--- src/hw/rtl/rid_pkg.sv ---
// ----------------------------------------------------------------------------
// rid_pkg
// Shared types, constants and helpers for the recent identifier duplicate
// filter: beat payloads, result codes and the store port bundle.
// ----------------------------------------------------------------------------
package rid_pkg;

  localparam int unsigned AttemptLimit = 8;
  localparam int unsigned StoreDepth   = 128;

  localparam int unsigned AddrW = (StoreDepth > 1) ? $clog2(StoreDepth) : 1;
  localparam int unsigned CntW  = $clog2(StoreDepth + 1);
  localparam int unsigned AttW  = (AttemptLimit > 1) ? $clog2(AttemptLimit) : 1;
  localparam int unsigned IdW   = 128;

  typedef enum logic [2:0] {
    ST_ISSUED    = 3'd0,
    ST_ZERO      = 3'd1,
    ST_DUP       = 3'd2,
    ST_EXHAUSTED = 3'd3,
    ST_FILLFAIL  = 3'd4
  } status_e;

  typedef struct packed {
    logic [63:0] id_upper;
    logic [63:0] id_lower;
    logic        fill_ok;
  } in_t;

  typedef struct packed {
    status_e    status;
    logic [2:0] attempt_index;
  } out_t;

  typedef struct packed {
    logic             we;
    logic [AddrW-1:0] waddr;
    logic [IdW-1:0]   wdata;
    logic             re;
    logic [AddrW-1:0] raddr;
  } mem_req_t;

  typedef struct packed {
    logic valid;
    out_t data;
  } res_t;

  // Report the low three bits of an attempt number of any width.
  function automatic logic [2:0] attempt_bits(input logic [AttW-1:0] att);
    logic [AttW+2:0] ext;
    ext = {3'b000, att};
    return ext[2:0];
  endfunction

endpackage

--- src/hw/rtl/rid_scan.sv ---
// ----------------------------------------------------------------------------
// rid_scan
// Sequencer that holds the candidate, walks the filled part of the store one
// entry per cycle up to a match, judges it and writes accepted ones back.
// ----------------------------------------------------------------------------
module rid_scan
  import rid_pkg::*;
(
  input  logic           clk_i,
  input  logic           rst_ni,
  input  logic           req_valid_i,
  input  in_t            req_i,
  output logic           idle_o,
  output mem_req_t       mem_o,
  input  logic [IdW-1:0] rdata_i,
  output res_t           res_o,
  input  logic           slot_free_i
);

  typedef enum logic [2:0] {
    S_IDLE = 3'b001,
    S_SCAN = 3'b010,
    S_DONE = 3'b100
  } state_e;

  state_e           state_q, state_d;
  in_t              cand_q, cand_d;
  logic             zero_q, zero_d;
  logic             hit_q, hit_d;
  logic             pend_q, pend_d;
  logic [CntW-1:0]  scan_q, scan_d;
  logic [CntW-1:0]  filled_q, filled_d;
  logic [AddrW-1:0] rptr_q, rptr_d;
  logic [AttW-1:0]  att_q, att_d;
  logic             req_zero;

  assign req_zero = (req_i.id_upper | req_i.id_lower) == 64'd0;
  assign idle_o   = (state_q == S_IDLE);

  always_comb begin
    state_d   = state_q;
    cand_d    = cand_q;
    zero_d    = zero_q;
    hit_d     = hit_q;
    pend_d    = pend_q;
    scan_d    = scan_q;
    filled_d  = filled_q;
    rptr_d    = rptr_q;
    att_d     = att_q;
    mem_o     = '0;
    mem_o.wdata = {cand_q.id_upper, cand_q.id_lower};
    res_o     = '0;
    res_o.data.attempt_index = attempt_bits(att_q);

    case (state_q)
      S_IDLE: begin
        if (req_valid_i) begin
          cand_d = req_i;
          zero_d = req_zero;
          hit_d  = 1'b0;
          pend_d = 1'b0;
          scan_d = '0;
          if (!req_i.fill_ok || req_zero || filled_q == '0) begin
            state_d = S_DONE;
          end else begin
            state_d = S_SCAN;
          end
        end
      end

      S_SCAN: begin
        pend_d = 1'b0;
        if (pend_q && rdata_i == {cand_q.id_upper, cand_q.id_lower}) begin
          hit_d = 1'b1;
        end
        // Stop issuing reads once a match is seen; drain the one in flight.
        if (scan_q < filled_q && !hit_q) begin
          mem_o.re    = 1'b1;
          mem_o.raddr = scan_q[AddrW-1:0];
          scan_d      = scan_q + 1'b1;
          pend_d      = 1'b1;
        end else if (!pend_q) begin
          state_d = S_DONE;
        end
      end

      S_DONE: begin
        res_o.valid = 1'b1;
        if (!cand_q.fill_ok) begin
          res_o.data.status = ST_FILLFAIL;
        end else if (zero_q || hit_q) begin
          if (att_q == AttW'(AttemptLimit - 1)) begin
            res_o.data.status = ST_EXHAUSTED;
          end else begin
            res_o.data.status = zero_q ? ST_ZERO : ST_DUP;
          end
        end else begin
          res_o.data.status = ST_ISSUED;
        end
        // Commit only when the output register takes the beat.
        if (slot_free_i) begin
          state_d = S_IDLE;
          if (res_o.data.status == ST_ZERO || res_o.data.status == ST_DUP) begin
            att_d = att_q + 1'b1;
          end else begin
            att_d = '0;
          end
          if (res_o.data.status == ST_ISSUED) begin
            mem_o.we = 1'b1;
            if (filled_q < CntW'(StoreDepth)) begin
              mem_o.waddr = filled_q[AddrW-1:0];
              filled_d    = filled_q + 1'b1;
            end else begin
              mem_o.waddr = rptr_q;
              rptr_d = (rptr_q == AddrW'(StoreDepth - 1)) ? '0 : rptr_q + 1'b1;
            end
          end
        end
      end

      default: begin
        state_d = S_IDLE;
      end
    endcase
  end

  always_ff @(posedge clk_i or negedge rst_ni) begin
    if (!rst_ni) begin
      state_q  <= S_IDLE;
      hit_q    <= 1'b0;
      pend_q   <= 1'b0;
      scan_q   <= '0;
      filled_q <= '0;
      rptr_q   <= '0;
      att_q    <= '0;
    end else begin
      state_q  <= state_d;
      hit_q    <= hit_d;
      pend_q   <= pend_d;
      scan_q   <= scan_d;
      filled_q <= filled_d;
      rptr_q   <= rptr_d;
      att_q    <= att_d;
    end
  end

  always_ff @(posedge clk_i) begin
    cand_q <= cand_d;
    zero_q <= zero_d;
  end

`ifndef NO_ASSERTIONS
  a_filled_bound: assert property (@(posedge clk_i) disable iff (!rst_ni)
    filled_q <= CntW'(StoreDepth))
    else $error("fill count beyond store depth");

  a_att_bound: assert property (@(posedge clk_i) disable iff (!rst_ni)
    att_q <= AttW'(AttemptLimit - 1))
    else $error("attempt count beyond limit");

  a_ring_when_full: assert property (@(posedge clk_i) disable iff (!rst_ni)
    (rptr_q != '0) |-> (filled_q == CntW'(StoreDepth)))
    else $error("replacement pointer moved before store filled");

  a_commit_to_idle: assert property (@(posedge clk_i) disable iff (!rst_ni)
    (res_o.valid && slot_free_i) |=> (state_q == S_IDLE))
    else $error("sequencer did not return to idle after result");

  a_no_rw_overlap: assert property (@(posedge clk_i) disable iff (!rst_ni)
    !(mem_o.we && (mem_o.re || pend_q && state_q == S_SCAN)))
    else $error("store write overlaps a scan read");
`endif

endmodule

--- config.mk ---
export PLATFORM = sky130hd
export DESIGN_NAME = rid_scan
export DESIGN_NICKNAME = d
export VERILOG_FILES = /design/src/hw/rtl/rid_pkg.sv /design/src/hw/rtl/rid_scan.sv
export SDC_FILE = /design/constraint.sdc
export NUM_CORES = 1
export LEC_CHECK = 0
export ABC_AREA = 1
export BUFFER_PORTS_ARGS = -buffer_cell sky130_fd_sc_hd__buf_2
export CORE_AREA = 2 2 163 165
export CTS_BUF_LIST = sky130_fd_sc_hd__clkbuf_4 sky130_fd_sc_hd__clkbuf_8
export CTS_CLUSTER_DIAMETER = 100
export DETAILED_ROUTE_END_ITERATION = 6
export DIE_AREA = 0 0 165 167
export GPL_TIMING_DRIVEN = 0
export PLACE_DENSITY_LB_ADDON = 0.1
export SLEW_MARGIN = 10
export SYNTH_ARGS = -nofsm -noshare
export SYNTH_HDL_FRONTEND = slang
export SYNTH_SLANG_ARGS = --single-unit
--- constraint.sdc ---
create_clock -name clk_i -period 11.2 [get_ports clk_i]
set_clock_uncertainty 0.2 [all_clocks]
set_input_delay 2.24 -clock clk_i [delete_from_list [all_inputs] [get_ports clk_i]]
set_output_delay 2.24 -clock clk_i [all_outputs]
set_load 0.02 [all_outputs]
; ---- Word-level counts from Yosys, hierarchy flattened
; Index checks and enable logic that the tools add are counted.
[classes]
addsub = 4
n_lt_le_gt_ge = 2
n_eq_ne = 14
n_mux = 28
n_bitwise = 2
n_reduce_logical = 20
[op_table]
columns = op, n
row1 = $eq 128x128->1, 1
row2 = $logic_not 64->1, 1
row3 = $or 64x64->64, 1
row4 = $mux 8, 7
row5 = $mux 3, 9
row6 = $add 8x1->8 const B, 2
row7 = $pmux 8 s2, 1
row8 = $mux 7, 2
row9 = $ne 2x2->1 const B, 6
row10 = $reduce_and 4->1, 3
row11 = $pmux 3 s3, 1
row12 = $logic_not 8->1, 1
row13 = $lt 8x8->1, 1
row14 = $lt 8x8->1 const B, 1
row15 = $add 7x1->7 const B, 1
row16 = $eq 7x7->1 const B, 1
row17 = $eq 3x1->1 const B, 2
row18 = $eq 3x2->1 const B, 2
row19 = $eq 3x3->1 const B, 2
row20 = $reduce_and 2->1, 3
row21 = $reduce_and 3->1, 2
row22 = $logic_or 1x1->1, 4
row23 = $mux 2, 2
row24 = $mux 4, 1
row25 = 8 further kinds, 13
[word_totals]
ff_bits = 161
input_bits = 261
wordCells = 81

; ---- Longest topological paths before layout
[depth]
depth_word = 9
mapped_depth = 12
ltp_nobuf = 12

; ---- Worst setup path after synthesis
; Ideal clock, no wire load.
[synth_path]
kind = input-to-output
from = input port slot_free_i
to = output port mem_o[138] (netlist bit)
t_arrival_ps = 3261
path_slack_ps = 5499
cell_stages = 6
path_cell_list = inv_1 nor2_8 nand2_4 nor2_8 inv_2 o21ai_0
[synth_rtl]
columns = item, line
row1 = "start, declared", rid_scan.sv:17  ; input logic slot_free_i
row2 = "end, declared", rid_scan.sv:14  ; output mem_req_t mem_o,

==> summary.txt <==
Clock network
  • CTS tree: done
  • Post-CTS setup buffers: 0
  • Maximum level of the CTS H-tree: 4
  • Source-to-sink clock delay at the later pin of the worst-skew pair: 0.46 ns
  • Gates resized, CTS repair: 0
  • Count of clock tree sinks: 161
  • Root Buffer Master: sky130_fd_sc_hd__clkbuf_8
  • Clock transition at the registers of the reported paths: 0.09 ns
  • Hold Buf Count CTS: 0
  • Number of buffers between clock root and the deepest sink: 2
  • Number of buffers created by CTS: 17

STA
  • Final period utilization: 0.520
  • Number of hold violations in the final report: 0
  • Slew margin rel.: 0.510
  • Maximum operating frequency: about 170 MHz
  • Total setup violations reported at the end of the flow: 0
  • Post-route worst hold slack: a little over 0.3 ns
  • Final max-slew violation count: 0
  • Unrepaired setup endpoints after global routing: false
  • Total Neg Setup Slack: 0 ns
  • Worst-Margin Slew: 0.736 ns
  • Least setup slack across all paths after layout: 5.38 ns
  • Clock period minus final worst setup slack: between 5 and 6 ns

Global routing
  • Grt ovf: 0
  • First-pass GRT wire length: ~40,000 um
  • Number of global-route vias before repair: between 7,000 and 8,000
  • Total global-route track usage: 0.200
  • Antenna violations before repair: 9
  • Pin count of the biggest net entering global routing: between 70 and 80

Power
  • Clock group share of total power: 0.203
  • Switching Share: 0.366
  • Max rail drop VDD: approximately 0.000094 V
  • Design internal power: between 1 and 1.5 mW
  • Pleak: 5.99 nW
  • Net switching power figure: ~0.77 mW
  • Cell area power density: ~170 nW/um^2
  • Combinational share of power: 0.363
  • Reg power frac: 0.434

Worst setup path
  • Critical Path Slowest Stage Cell: sky130_fd_sc_hd__o21ai_0
  • Classification of the worst setup path: input port to output port
  • Crit-path leading delay family: buffers and inverters
  • Crit. End Element: output port
  • Length in cells of the worst reg-to-reg path: 5
  • CP required: 8.76 ns
  • WP data arrival: approximately 3.4 ns
  • Cell depth of the worst setup path: 8
  • Number of buffers and inverters on the critical path: 4
  • Cells along the critical path: buf_2, inv_1, nor2_8, nand2_4, nor2_8, inv_2, o21ai_0, buf_2
  • Longest individual stage delay on the worst path: around 0.20 ns
  • Critical path fanouts, max: 9
  • Element type at the critical path start: input port

Finish
  • Number of nets at the end of the flow: 1,709
  • Number of standard cells in the layout, taps in and fillers out: 1,792
  • Top library cells by usage in the layout, fill and taps aside: 413 x sky130_fd_sc_hd__buf_2, 210 x sky130_fd_sc_hd__nand2_1, 141 x sky130_fd_sc_hd__nor2_1
  • Final standard cell utilization of the core: 0.472
  • Commonest non-fill, non-tap cell in the layout: sky130_fd_sc_hd__buf_2
  • Layout overhead on the synthesized area: 31.4%
  • Layout fillers: around 2,500
  • Layout cell share with drive strength beyond 1: 0.416

Placement
  • GP Congestion: 0.869
  • Placed Cells incl. Taps: 1,751
  • Half-perimeter wire length of the detailed placement result: about 23,000 um
  • Worst slack, placed: 5.36 ns
  • IO buf count: just over 400

Routing
  • Final routed DRC violation total: 0
  • Number of DRC markers after the initial detailed-route iteration: between 300 and 400
  • Detail-routed via count per cell: 4.25
  • Drt first pass iters: 5
  • ANT nets after route: 0
  • Routed wire per std cell: roughly 15 um
  • WL final: between 20,000 and 30,000 um
  • Vias after detailed routing: about 7,600

Logic synthesis
  • Number of storage elements in the synthesis netlist: ~160
  • Cells after Synth: about 1,000
  • Synth top area share: 0.422
  • Netlist cell types: 33
  • Net count after synthesis: between 1,000 and 1,500
  • Area contributors post-synth: sky130_fd_sc_hd__edfxtp_1 42%, sky130_fd_sc_hd__buf_4 11%, sky130_fd_sc_hd__nand2_1 8.5%
  • Post-synthesis cell type with the largest combined area: sky130_fd_sc_hd__edfxtp_1
  • Area of the mapped netlist: ~9200 um^2
  • Portion of the post-synthesis area used by sequential elements: 0.506
  • Warnings, synthesis: 0
  • Average footprint of a synthesized cell: between 9 and 10 um^2

Floorplan
  • Die footprint: around 28,000 um^2
  • Area of the core region: ~26,000 um^2
  • Initial core utilization: 0.359
  • Die Ht: roughly 170 um
  • Chip width: between 150 and 200 um
  • Top Ports: just over 400
  • Standard-cell row count: 59

Hold path
  • Path class of the lowest-slack min-delay path: flip-flop to flip-flop
  • Hold Path Cell Cnt: 1

Run status
  • Status: finished clean

Job
  • Number of maximum-capacitance violations: 0
[power groups by stage]
| stage | registers (mW) | logic (mW) | clock network, mW |
|---|---|---|---|
| final | 0.909 | 0.760 | 0.424 |
| after detailed placement | 0.924 | 0.772 | 0 |
| after floorplan | 0.918 | 0.519 | 0 |
| after global routing | 0.927 | 0.836 | 0.460 |
| after CTS | 0.911 | 0.774 | 0.438 |
| after global placement | 0.949 | 0.757 | 0 |
[flip-flops by register name, summed over array words and instances, names as in the netlist]
| signal | cells |
|---|---|
| rptr_q | 7 |
| scan_q | 8 |
| pend_q | 1 |
| filled_q | 8 |
| cand_q | 1 |
| att_q | 3 |
| mem_o | 128 |
| hit_q | 1 |
| state_q | 3 |
| zero_q | 1 |
[worst paths after layout]
kind	from	end	slack, ns
worst max-delay path	slot_free_i	mem_o[140]	5.38
worst min-delay path	att_q[0]$_DFFE_PN0P_	att_q[0]$_DFFE_PN0P_	0.30
worst max register to register	state_q[0]$_DFFE_PN1P_	mem_o[36]$_DFFE_PP_	8.65
worst min register to register	att_q[0]$_DFFE_PN0P_	att_q[0]$_DFFE_PN0P_	0.30
max in group asynchronous	rst_ni	state_q[1]$_DFFE_PN0P_	8.68
min in group asynchronous	rst_ni	rptr_q[1]$_DFFE_PN0P_	1.64
[per-layer routing]
layer  wire length (um)  track usage  vias to the layer above
met2              14100        0.353                      284
met5                  0            0                        -
met3               2230       0.0560                       35
met4                663       0.0726                        0
li1                   -            -                     3930
met1              10700        0.228                     3367
[synth_stat cells (all sizes together)]
| cell | count |
|---|---|
| o22ai | 4 |
| inv | 136 |
| nand3 | 27 |
| o31ai | 3 |
| nand2 | 214 |
| a41oi | 1 |
| edfxtp | 130 |
| or2 | 5 |
| and2 | 2 |
| ha | 13 |
| dfrtp | 30 |
| nand4 | 30 |
| buf | 132 |
| a21oi | 5 |
| nor2 | 146 |
| o21ai | 17 |
| dfstp | 1 |
| nor3 | 6 |
| xnor2 | 85 |
| xor2 | 16 |
[through the flow]
stage	power, mW	cell area (um^2)
CTS	2.12	12100
finish	2.09	12200
global placement	1.71	11700
detailed placement	1.70	11800
floorplan	1.44	9250
global route	2.22	12100
[cell families after synthesis]
family / Yosys count / synth area share
buffers and inverters: 268 / 0.162
AO/OA/AOI/OAI: 30 / 0.0185
flip-flops: 161 / 0.506
AND/OR/NAND/NOR: 430 / 0.200
adder cells (fa/ha/maj): 13 / 0.0176
XOR/XNOR: 101 / 0.0957
[cell type report]
type	count	area [um^2]	area share
Clock inverter	14	130	0.0107
Antenna cell	9	22.5	0.00185
Buffer	132	992	0.0816
Sequential cell	161	4680	0.385
Multi-Input combinational cell	574	3060	0.252
Clock buffer	18	241	0.0199
Tap cell	335	419	0.0345
Timing Repair Buffer	413	2090	0.172
Inverter	136	515	0.0424
(Power assumes the default switching activity.)
